## src/design/vsd_pkg.sv

```systemverilog
// shared types and constants for the varint stream decoder
package vsd_pkg;

    // prefix bytes that announce a multi-byte integer
    localparam logic [7:0] PREFIX_TWO  = 8'hfd;
    localparam logic [7:0] PREFIX_FOUR = 8'hfe;

    // payload byte counts and full encoded lengths per prefix
    localparam logic [3:0] PAYLOAD_TWO   = 4'd2;
    localparam logic [3:0] PAYLOAD_FOUR  = 4'd4;
    localparam logic [3:0] PAYLOAD_EIGHT = 4'd8;
    localparam logic [3:0] LENGTH_ONE    = 4'd1;
    localparam logic [3:0] LENGTH_THREE  = 4'd3;
    localparam logic [3:0] LENGTH_FIVE   = 4'd5;
    localparam logic [3:0] LENGTH_NINE   = 4'd9;

    // status codes
    localparam logic STATUS_OK        = 1'b0;
    localparam logic STATUS_TRUNCATED = 1'b1;

    // output data bus width: 64 value bits plus 4 length bits, padded to bytes
    localparam int OUT_DATA_W = 72;

    // decoder state carried from byte to byte
    typedef struct packed {
        logic [63:0] accumulator;
        logic [3:0]  bytes_remaining;
        logic [3:0]  total_length;
    } t_state;

    // one decoded result
    typedef struct packed {
        logic [63:0] decoded_value;
        logic [3:0]  encoded_length;
        logic        status;
    } t_result;

endpackage

```

## src/design/vsd_step.sv

```systemverilog
// next-state and result logic for one input byte
module vsd_step
    import vsd_pkg::*;
(
    input  t_state      i_state,
    input  logic [7:0]  i_data_byte,
    input  logic        i_end_of_buffer,
    output t_state      o_state,
    output logic        o_emit,
    output t_result     o_result
);

    logic [63:0] shifted;
    logic [3:0]  remaining_dec;

    assign shifted       = {i_state.accumulator[55:0], i_data_byte};
    assign remaining_dec = i_state.bytes_remaining - 4'd1;

    // decode one byte against the current state
    always_comb begin
        o_state  = '0;
        o_emit   = 1'b0;
        o_result = '0;
        if (i_state.bytes_remaining == 4'd0) begin
            if (i_data_byte < PREFIX_TWO) begin
                // single-byte integer
                o_emit                  = 1'b1;
                o_result.decoded_value  = {56'd0, i_data_byte};
                o_result.encoded_length = LENGTH_ONE;
                o_result.status         = STATUS_OK;
            end else if (i_end_of_buffer) begin
                // prefix arrives as the last byte of the buffer
                o_emit          = 1'b1;
                o_result.status = STATUS_TRUNCATED;
            end else begin
                // prefix: start a fresh payload
                case (i_data_byte)
                    PREFIX_TWO: begin
                        o_state.bytes_remaining = PAYLOAD_TWO;
                        o_state.total_length    = LENGTH_THREE;
                    end
                    PREFIX_FOUR: begin
                        o_state.bytes_remaining = PAYLOAD_FOUR;
                        o_state.total_length    = LENGTH_FIVE;
                    end
                    default: begin
                        o_state.bytes_remaining = PAYLOAD_EIGHT;
                        o_state.total_length    = LENGTH_NINE;
                    end
                endcase
            end
        end else if (remaining_dec == 4'd0) begin
            // last payload byte completes the integer
            o_emit                  = 1'b1;
            o_result.decoded_value  = shifted;
            o_result.encoded_length = i_state.total_length;
            o_result.status         = STATUS_OK;
        end else if (i_end_of_buffer) begin
            // buffer ends inside the payload
            o_emit          = 1'b1;
            o_result.status = STATUS_TRUNCATED;
        end else begin
            // keep gathering payload bytes
            o_state.accumulator     = shifted;
            o_state.bytes_remaining = remaining_dec;
            o_state.total_length    = i_state.total_length;
        end
    end

endmodule

```

## src/design/vsd_out_reg.sv

```systemverilog
// result register on the output stream, refilled while it is drained
module vsd_out_reg
    import vsd_pkg::*;
(
    input  logic     i_clk,
    input  logic     i_rst_n,
    input  logic     i_load,
    input  t_result  i_result,
    input  logic     i_ready,
    output logic     o_valid,
    output logic     o_free,
    output t_result  o_result
);

    logic    r_valid;
    t_result r_result;

    // register can take a new result when empty or emptying this cycle
    assign o_free   = !r_valid || i_ready;
    assign o_valid  = r_valid;
    assign o_result = r_result;

    // valid flag
    always_ff @(posedge i_clk) begin
        if (!i_rst_n) begin
            r_valid <= 1'b0;
        end else if (o_free) begin
            r_valid <= i_load;
        end
    end

    // result payload
    always_ff @(posedge i_clk) begin
        if (o_free && i_load) begin
            r_result <= i_result;
        end
    end

endmodule

```

## src/design/varint_stream_decoder_core.sv

```systemverilog
// top level of the big-endian compact-size varint stream decoder
//
//  channel   direction  tdata                          tuser    tlast
//  s_axis    in         [7:0] data_byte                -        end_of_buffer
//  m_axis    out        [63:0] value, [67:64] length   status   -
//
// one byte is taken per cycle unless the output stalls; its result, if any, is shown
// on the next cycle from a single result register, so throughput is one byte per clock
// the decode state registers update only on an accepted byte
// reset (synchronous, active low) returns the decoder to idle and empties the output
// a stalled output holds its result and lowers s_axis_tready only while it is full
// and not being taken
module varint_stream_decoder_core
    import vsd_pkg::*;
(
    input  logic                  i_clk,
    input  logic                  i_rst_n,
    input  logic                  i_s_axis_tvalid,
    output logic                  o_s_axis_tready,
    input  logic [7:0]            i_s_axis_tdata,   // [7:0] data_byte
    input  logic                  i_s_axis_tlast,   // end_of_buffer
    output logic                  o_m_axis_tvalid,
    input  logic                  i_m_axis_tready,
    output logic [OUT_DATA_W-1:0] o_m_axis_tdata,   // [63:0] decoded_value,
                                                    // [67:64] encoded_length, [71:68] zero
    output logic                  o_m_axis_tuser    // status
);

    t_state  r_state;
    t_state  n_state;
    logic    step_emit;
    t_result step_result;
    t_result out_result;
    logic    out_free;
    logic    in_accept;

    assign o_s_axis_tready = out_free;
    assign in_accept       = i_s_axis_tvalid && out_free;

    // combinational decode of the incoming byte
    vsd_step u_step (
        .i_state         (r_state),
        .i_data_byte     (i_s_axis_tdata),
        .i_end_of_buffer (i_s_axis_tlast),
        .o_state         (n_state),
        .o_emit          (step_emit),
        .o_result        (step_result)
    );

    // decode state
    always_ff @(posedge i_clk) begin
        if (!i_rst_n) begin
            r_state <= '0;
        end else if (in_accept) begin
            r_state <= n_state;
        end
    end

    // output register
    vsd_out_reg u_out_reg (
        .i_clk    (i_clk),
        .i_rst_n  (i_rst_n),
        .i_load   (in_accept && step_emit),
        .i_result (step_result),
        .i_ready  (i_m_axis_tready),
        .o_valid  (o_m_axis_tvalid),
        .o_free   (out_free),
        .o_result (out_result)
    );

    // pack the output request
    assign o_m_axis_tdata = {4'd0, out_result.encoded_length, out_result.decoded_value};
    assign o_m_axis_tuser = out_result.status;

endmodule

```

## config.mk

```make
export PLATFORM = sky130hd
export DESIGN_NAME = varint_stream_decoder_core
export DESIGN_NICKNAME = d
export VERILOG_FILES = /design/src/design/vsd_pkg.sv /design/src/design/vsd_step.sv /design/src/design/vsd_out_reg.sv /design/src/design/varint_stream_decoder_core.sv
export SDC_FILE = /design/constraint.sdc
export NUM_CORES = 1
export LEC_CHECK = 0
export BUFFER_PORTS_ARGS = -buffer_cell sky130_fd_sc_hd__buf_2
export CORE_ASPECT_RATIO = 1.2
export CORE_MARGIN = 2
export CORE_UTILIZATION = 54
export CTS_CLUSTER_DIAMETER = 150
export DETAILED_ROUTE_END_ITERATION = 8
export PLACE_DENSITY = 0.81
export SYNTH_ARGS = -nofsm -noshare
export SYNTH_HDL_FRONTEND = slang
export SYNTH_SLANG_ARGS = --single-unit
export TNS_END_PERCENT = 20
```

## constraint.sdc

```tcl
create_clock -name i_clk -period 12 [get_ports i_clk]
set_clock_uncertainty 0.05 [all_clocks]
set_input_delay 1.2 -clock i_clk [delete_from_list [all_inputs] [get_ports i_clk]]
set_output_delay 1.2 -clock i_clk [all_outputs]
set_load 0.005 [all_outputs]
```

==> results.tsv, run 1 <==
metric	value	unit
status	completed	
number of flops mapped to enable cells by yosys	69	
Die ar.	9833	µm²
Peak Freq	345.1	MHz
Leak	2.289	nW
YS warnings	0	
RSZ-0062 raised after global routing	false	
post_cts resized	0	
minimum clock period	2.898	ns
CTS buffer count	17	
vias in the first global route	2929	
Slew HR	0.2831	
Setup Buffers After CTS	0	
Wirelength per Cell	15.98	µm
worst-path maximum fanout	69	
largest net degree at the start of global routing	70	
type of the tightest min-delay check	flip-flop to flip-flop	
final core utilization	0.6723	
vias	3058	
first-pass GRT wire length	14840	µm
Worst Setup Start Kind	flip-flop	
I/O pin count	88	
Setup Viol. Count Final	0	
die width	90.86	µm
clock-pin slew on the worst setup and hold paths	0.06	ns
Yosys reg bits	134	
Cell variety after synth	44	
average size of a mapped cell	13.85	µm²
# DRC	0	
Primary FF master, synth	edfxtp_1	
Setup WS pre-CTS	8.714	ns
fin worst setup slack	9.102	ns
initial antenna violation count	0	
Hold Slack	0.4104	ns
core area	8939	µm²
FFs w/ async S/R, synth	0	
post-route ant nets	0	
Post-Syn Instances	353	
Root Buffer Master	clkbuf_8	
Tot GR Track Use	0.1962	
Slew Viols, Final	0	
clk buf depth	2	
met2 Track Usage GR	0.3124	
commonest non-fill, non-tap cell in the layout	buf_2	
share of layout cells above drive strength 1	0.2844	
commonest cells after routing, fill and taps aside	83 x buf_2, 69 x edfxtp_1, 66 x nor2b_1	
port buffer count	83	
Setup CP Type	flip-flop to flip-flop	
Arr. time, crit path	2.99	ns
Die Ht	108.2	µm
worst-case vdd ir drop	92.95	µV
number of clock sinks	134	
row count	38	
gr ovfl total	0	
initial core utilization	0.5469	
Fin Setup TNS	0	ns
Req. time, crit path	12.10	ns
H-tree depth	4	
Detailed Route Iter0 Violations	203	
TritonCTS clock tree	built	
Final nets	452	
synthesized area	4888	µm²
max cap viols	0	
global routing's busiest layer	met2	
Antenna diodes	0	
CTS Hold Bufs	0	
measured slew at the worst slew-check pin	1.075	ns
crit end category	flip-flop	
sequential share of the synthesized area	0.6900	
synthesis-to-layout area growth	22.93	%
met3 GRT Util	0.06202	
Pwr Total	1.104	mW
number of vias per cell	5.365	
RePlAce Congestion	0.8844	
Detailed Routing Iterations Pass 1	5	
met1 GRT Util	0.2541	
endpoints failing hold	0	
post-DP HPWL	5763	µm
clock latency on the worst-skew pair	0.52	ns
Tcrit/Tclk final	0.2415	
Post-Route WL	9106	µm
Power Density	183.7	nW/µm²
==> per-layer routing <==
metal  vias up  wire [µm]
met5         -          0
met4         0        155
met3        12        531
met2       103       4405
met1      1486       4013
li1       1457          -
==> cells in the mapped netlist (2+ instances only) <==
master | count | area share
a21oi_1 | 4 | 0.0041
a22o_1 | 56 | 0.10
a31oi_1 | 2 | 0.0026
and2_1 | 2 | 0.0026
buf_2 | 2 | 0.0020
buf_4 | 4 | 0.0061
buf_6 | 5 | 0.012
clkbuf_1 | 14 | 0.011
dfxtp_1 | 65 | 0.27
edfxtp_1 | 69 | 0.42
ha_1 | 2 | 0.0051
inv_1 | 7 | 0.0054
nand2_1 | 7 | 0.0054
nand2b_1 | 2 | 0.0026
nand3_1 | 2 | 0.0020
nand4_1 | 2 | 0.0026
nor2_1 | 10 | 0.0077
nor2b_1 | 66 | 0.084
nor4_2 | 2 | 0.0051
o211a_1 | 2 | 0.0041
o21ai_0 | 4 | 0.0041
o31ai_1 | 2 | 0.0031
==> worst paths after layout <==
kind | start | end | slack, ns | cells past startpoint
max reg2reg | r_state[4]$_SDFFE_PN0P_ | u_out_reg.o_result[7]$_DFFE_PP_ | 9.10 | 7
max | r_state[4]$_SDFFE_PN0P_ | u_out_reg.o_result[7]$_DFFE_PP_ | 9.10 | 7
min reg2reg | r_state[1]$_SDFFE_PN0P_ | r_state[1]$_SDFFE_PN0P_ | 0.41 | 2
min | r_state[1]$_SDFFE_PN0P_ | r_state[1]$_SDFFE_PN0P_ | 0.41 | 2
==> stage by stage <==
step / std cells / area, µm²
finish: 570 / 6010
global route: 570 / 6010
CTS: 570 / 6010
detailed placement: 538 / 5375
global placement: 538 / 5375
floorplan: 356 / 4900
==> critical path: stages, from the launching register on <==
cell and delay [ns]:
dfxtp_1 0.41, inv_1 0.10, ha_1 0.29, nor4_2 0.22
nand3_1 0.21, o211a_1 0.34, a21oi_4 0.19, buf_4 0.65
==> area by class of cell <==
| cell class | instances | area (µm²) |
|---|---|---|
| Sequential cell | 134 | 3373 |
| Fill cell | 698 | 2929 |
| Multi-Input combinational cell | 190 | 1380 |
| Timing Repair Buffer | 87 | 445.4 |
| Clock buffer | 19 | 431.7 |
| Clock inverter | 13 | 202.7 |
| Tap cell | 120 | 150.1 |
| Inverter | 7 | 26.28 |
==> kinds of logic (layout without fill, tap and decap cells) <==
| family | after synthesis | count (layout) | share of synthesized area |
|---|---|---|---|
| AO/OA/AOI/OAI | 81 | 81 | 0.1382 |
| adder cells (fa/ha/maj) | 2 | 2 | 0.005118 |
| buffers and inverters | 32 | 126 | 0.03583 |
| flip-flops | 134 | 134 | 0.6900 |
| multiplexers | 1 | 1 | 0.002048 |
| other | 1 | 4 | 0.0007671 |
| AND/OR/NAND/NOR | 102 | 102 | 0.1280 |
==> power breakdown <==
group | leakage (nW) | internal (mW) | switching [mW]
Clock | 0.298 | 0.363 | 0.185
Combinational | 0.779 | 0.0184 | 0.0328
Sequential | 1.21 | 0.500 | 0.00484
==> registers in the layout (all words and copies together), names as in the netlist <==
name / count
r_state: 64
u_out_reg.o_result: 69
u_out_reg.o_valid: 1
No activity file was read; power rests on OpenSTA's default activity.
==> inputs of run 2 (changes only) <==
- clock period: 12 -> 2.7 ns (I/O delays scaled with it)
==> results.tsv, run 2 (synthesis results as in run 1) <==
metric	value	unit
port buffer count	83	
crit end category	flip-flop	
Final nets	461	
Arr. time, crit path	2.39	ns
Slew HR	0.6237	
# DRC	0	
Wirelength per Cell	15.87	µm
Die Ht	108.2	µm
gr ovfl total	0	
post_cts resized	0	
Detailed Routing Iterations Pass 1	4	
Setup Viol. Count Final	0	
post-route ant nets	0	
WHS Endpoint	r_state[5]$_SDFFE_PN0P_	
Hold Crit Start	i_rst_n	
Leak	2.311	nW
non-filler cells, final	579	
met1 GRT Util	0.2407	
Slew Viols, Final	0	
vias in the first global route	2826	
commonest cells after routing, fill and taps aside	83 x buf_2, 69 x edfxtp_1, 66 x nor2b_1	
fin worst setup slack	0.4481	ns
row count	38	
Setup CP Type	flip-flop to flip-flop	
worst-path maximum fanout	26	
FF-to-FF setup slack	0.45	ns
largest net degree at the start of global routing	57	
status	completed	
TritonCTS clock tree	built	
core area	8939	µm²
initial core utilization	0.5469	
vias	3082	
reg2reg path depth	7	
clock latency on the worst-skew pair	0.52	ns
CP peak stage delay	0.37	ns
CTS buffer count	17	
minimum clock period	2.252	ns
Antenna diodes	0	
endpoints failing hold	0	
Power Density	743.0	nW/µm²
type of the tightest min-delay check	input pin to flip-flop	
Reg-to-Reg End	u_out_reg.o_result[42]$_SDFFCE_PP0P_	
met3 GRT Util	0.06341	
global routing's busiest layer	met2	
met2 Track Usage GR	0.3150	
max reg flops	69	
Reg2Reg Launch Point	r_state[5]$_SDFFE_PN0P_	
Peak Freq	444.1	MHz
placed inst area	5464	µm²
die width	90.86	µm
Inst Count DP	540	
Tcrit/Tclk final	0.8340	
final core utilization	0.6782	
post-route cell area	6062	µm²
number of clock sinks	134	
Die ar.	9833	µm²
Setup WS pre-CTS	0.4555	ns
CTS Hold Bufs	7	
Detailed Route Iter0 Violations	174	
clk buf depth	2	
RSZ-0062 raised after global routing	false	
clock-pin slew on the worst setup and hold paths	0.05	ns
worst-path cell chain	inv_2 -> ha_4 -> nor4_4 -> nand3_2 -> o211a_1 -> a21oi_4 -> buf_4	
Critical-path top delay cell	dfxtp_2	
synthesis-to-layout area growth	24.01	%
I/O pin count	88	
number of vias per cell	5.323	
Req. time, crit path	2.83	ns
commonest non-fill, non-tap cell in the layout	buf_2	
Tot GR Track Use	0.1951	
H-tree depth	4	
first-pass GRT wire length	14400	µm
share of layout cells above drive strength 1	0.2876	
max cap viols	0	
Worst Setup Start Kind	flip-flop	
Setup Buffers After CTS	0	
Root Buffer Master	clkbuf_8	
hold depth	2	
post-DP HPWL	5946	µm
measured slew at the worst slew-check pin	0.5645	ns
Post-Route WL	9189	µm
RePlAce Congestion	0.8624	
Pwr Total	4.504	mW
worst-case vdd ir drop	413.3	µV
initial antenna violation count	0	
==> run 2: cell types whose count changed in the layout (fill, tap and decap cells not counted), sizes merged <==
| cell | delta |
|---|---|
| clkinvlp | -4 |
| buf | +2 |
| clkbuf | +9 |
| dlygate4sd3 | +7 |
| bufinv | -5 |
==> run 2: worst max-delay path: cells and delay by family, from the launching register on <==
kind,cells,cell delay [ns]
buffers and inverters,2,0.42
adders and majority gates,1,0.19
and+or+nand+nor,2,0.33
DFF,1,0.37
AOI/OAI and AO/OA,2,0.55
==> run 2: stage by stage <==
step | hold WS (ns) | TNS, ns
after floorplan | 0.3526 | -10.88
after global placement | 0.3980 | 0
after detailed placement | 0.3999 | 0
after CTS | 0.004644 | 0
after global routing | 0.02817 | 0
final | 0.03195 | 0
==> run 2: routing by layer <==
layer | vias up | routed length, µm
li1 | 1491 | -
met1 | 1468 | 3964
met2 | 112 | 4590
met3 | 11 | 498
met4 | 0 | 136
met5 | - | 0
==> run 2: worst max-delay path by stage <==
| stage | slack [ns] | to | depth (start not counted) | start |
|---|---|---|---|---|
| after global placement | 0.54 | u_out_reg.o_result[30]$_SDFFCE_PP0P_ | 7 | r_state[5]$_SDFFE_PN0P_ |
| final | 0.45 | u_out_reg.o_result[42]$_SDFFCE_PP0P_ | 7 | r_state[5]$_SDFFE_PN0P_ |
| after detailed placement | 0.46 | u_out_reg.o_result[30]$_SDFFCE_PP0P_ | 7 | r_state[5]$_SDFFE_PN0P_ |
| after CTS | 0.44 | u_out_reg.o_result[42]$_SDFFCE_PP0P_ | 7 | r_state[5]$_SDFFE_PN0P_ |
| after floorplan | -0.16 | u_out_reg.o_result[0]$_DFFE_PP_ | 7 | r_state[5]$_SDFFE_PN0P_ |
| after global routing | 0.30 | u_out_reg.o_result[36]$_SDFFCE_PP0P_ | 7 | r_state[5]$_SDFFE_PN0P_ |
==> run 2: final cells by class <==
class | instances | area, µm²
Clock buffer | 28 | 506.7
Clock inverter | 4 | 21.27
Fill cell | 669 | 2877
Inverter | 7 | 26.28
Multi-Input combinational cell | 190 | 1411
Sequential cell | 134 | 3378
Tap cell | 120 | 150.1
Timing Repair Buffer | 96 | 568.0
==> run 2: report_power, final <==
part | internal, mW | switching, mW | leakage, nW
combinational | 0.0982 | 0.154 | 0.835
sequential | 2.22 | 0.0231 | 1.21
clock | 1.25 | 0.756 | 0.263
total | 3.57 | 0.932 | 2.31
==> inputs of run 3 (changes only) <==
- clock period: 2.7 -> 2.2 ns (I/O delays scaled with it)
==> results.tsv, run 3 (synthesis results as in run 1) <==
metric	value	unit
vias in the first global route	2804	
Antenna diodes	0	
Leak	2.330	nW
footprint of the multi-input gates	1411	µm²
Post-Route WL	8844	µm
vias	3082	
TritonCTS clock tree	built	
post-DP HPWL	5761	µm
row count	38	
minimum clock period	2.023	ns
Arr. time, crit path	2.16	ns
Root Buffer Master	clkbuf_8	
Setup Buffers After CTS	0	
FF-to-FF setup slack	0.18	ns
Tot GR Track Use	0.1865	
Critical-path top delay cell	dfxtp_2	
# DRC	0	
clock latency on the worst-skew pair	0.50	ns
share of layout cells above drive strength 1	0.2873	
initial core utilization	0.5469	
max reg flops	69	
fin worst setup slack	0.1775	ns
core area	8939	µm²
worst-path cell chain	inv_2 -> ha_4 -> nor4_4 -> nand3_2 -> o211a_1 -> a21oi_4 -> buf_4	
commonest cells after routing, fill and taps aside	83 x buf_2, 69 x edfxtp_1, 66 x nor2b_1	
largest net degree at the start of global routing	61	
port buffer count	83	
Req. time, crit path	2.34	ns
Worst Setup Start Kind	flip-flop	
synthesis-to-layout area growth	25.19	%
Setup CP Type	flip-flop to flip-flop	
Wirelength per Cell	15.17	µm
Peak Freq	494.4	MHz
clk buf depth	2	
worst-path maximum fanout	19	
type of the tightest min-delay check	input pin to flip-flop	
RePlAce Congestion	0.8919	
CTS Hold Bufs	10	
clock-pin slew on the worst setup and hold paths	0.06	ns
post-route ant nets	0	
gr ovfl total	0	
Setup Viol. Count Final	0	
endpoints failing hold	0	
first-pass GRT wire length	13820	µm
max cap viols	0	
post_cts resized	0	
Die ar.	9833	µm²
H-tree depth	4	
crit end category	flip-flop	
number of clock sinks	134	
worst-case vdd ir drop	612.2	µV
Detailed Routing Iterations Pass 1	4	
Slew Viols, Final	0	
die width	90.86	µm
Power Density	912.8	nW/µm²
status	completed	
Die Ht	108.2	µm
Tcrit/Tclk final	0.9193	
Filler cells	675	
CTS buffer count	17	
FF+latch area	3378	µm²
I/O pin count	88	
Final nets	465	
initial antenna violation count	0	
RSZ-0062 raised after global routing	false	
Pwr Total	5.586	mW
Setup WS pre-CTS	0.1882	ns
number of vias per cell	5.286	
CP peak stage delay	0.38	ns
commonest non-fill, non-tap cell in the layout	buf_2	
Detailed Route Iter0 Violations	178	
## run 3: cell count changes in the layout (fill, tap and decap cells not counted), moves of 2 or more
cell,delta
bufinv_16,+2
clkbuf_1,-5
clkbuf_8,-3
clkinv_1,+5
clkinvlp_4,+2
dlygate4sd3_1,+3
## run 3: final timing paths
kind | from | endpoint | cells past startpoint
worst max-delay path | r_state[5]$_SDFFE_PN0P_ | u_out_reg.o_result[26]$_SDFFCE_PP0P_ | 7
worst min-delay path | i_s_axis_tvalid | u_out_reg.o_valid$_SDFFE_PN0N_ | 3
worst max register to register | r_state[5]$_SDFFE_PN0P_ | u_out_reg.o_result[26]$_SDFFCE_PP0P_ | 7
worst min register to register | r_state[1]$_SDFFE_PN0P_ | r_state[1]$_SDFFE_PN0P_ | 2
## run 3: per-layer routing
metal	share of wire	wire, µm	GRT usage
met3	0.048	421	0.05784
met1	0.43	3782	0.2357
met4	0.010	92	0.08766
met5	0	0	0
met2	0.51	4547	0.2964
## run 3: layout make-up
class | instances | area share
Multi-Input combinational cell | 190 | 0.2306
Inverter | 7 | 0.004294
Timing Repair Buffer | 100 | 0.1010
Clock buffer | 19 | 0.06890
Sequential cell | 134 | 0.5520
Tap cell | 120 | 0.02453
Clock inverter | 13 | 0.01861
## run 3: power breakdown
| group | switching, mW | internal, mW |
|---|---|---|
| registers | 0.0285 | 2.73 |
| logic | 0.185 | 0.131 |
| clock network | 0.936 | 1.58 |
| total | 1.15 | 4.44 |
## run 3: metrics by stage
stage          hold WS (ns)  setup TNS, ns  cell area [µm²]  std cells    util
6_report            0.04644              0             6120        583  0.6846
5_1_grt             0.03600              0             6120        583  0.6846
4_1_cts             0.01104              0             6120        583  0.6846
3_5_place_dp         0.3991              0             5484        541  0.6135
3_3_place_gp         0.3993              0             5484        541  0.6135
2_1_floorplan        0.3026         -45.38             4957        356       -
## run 3: critical path: cells and delay by family (launching register included)
kind,cells,cell delay (ns)
compound gates,2,0.38
fa+ha+maj,1,0.18
buf+inv,2,0.36
flops,1,0.38
simple gates,2,0.35
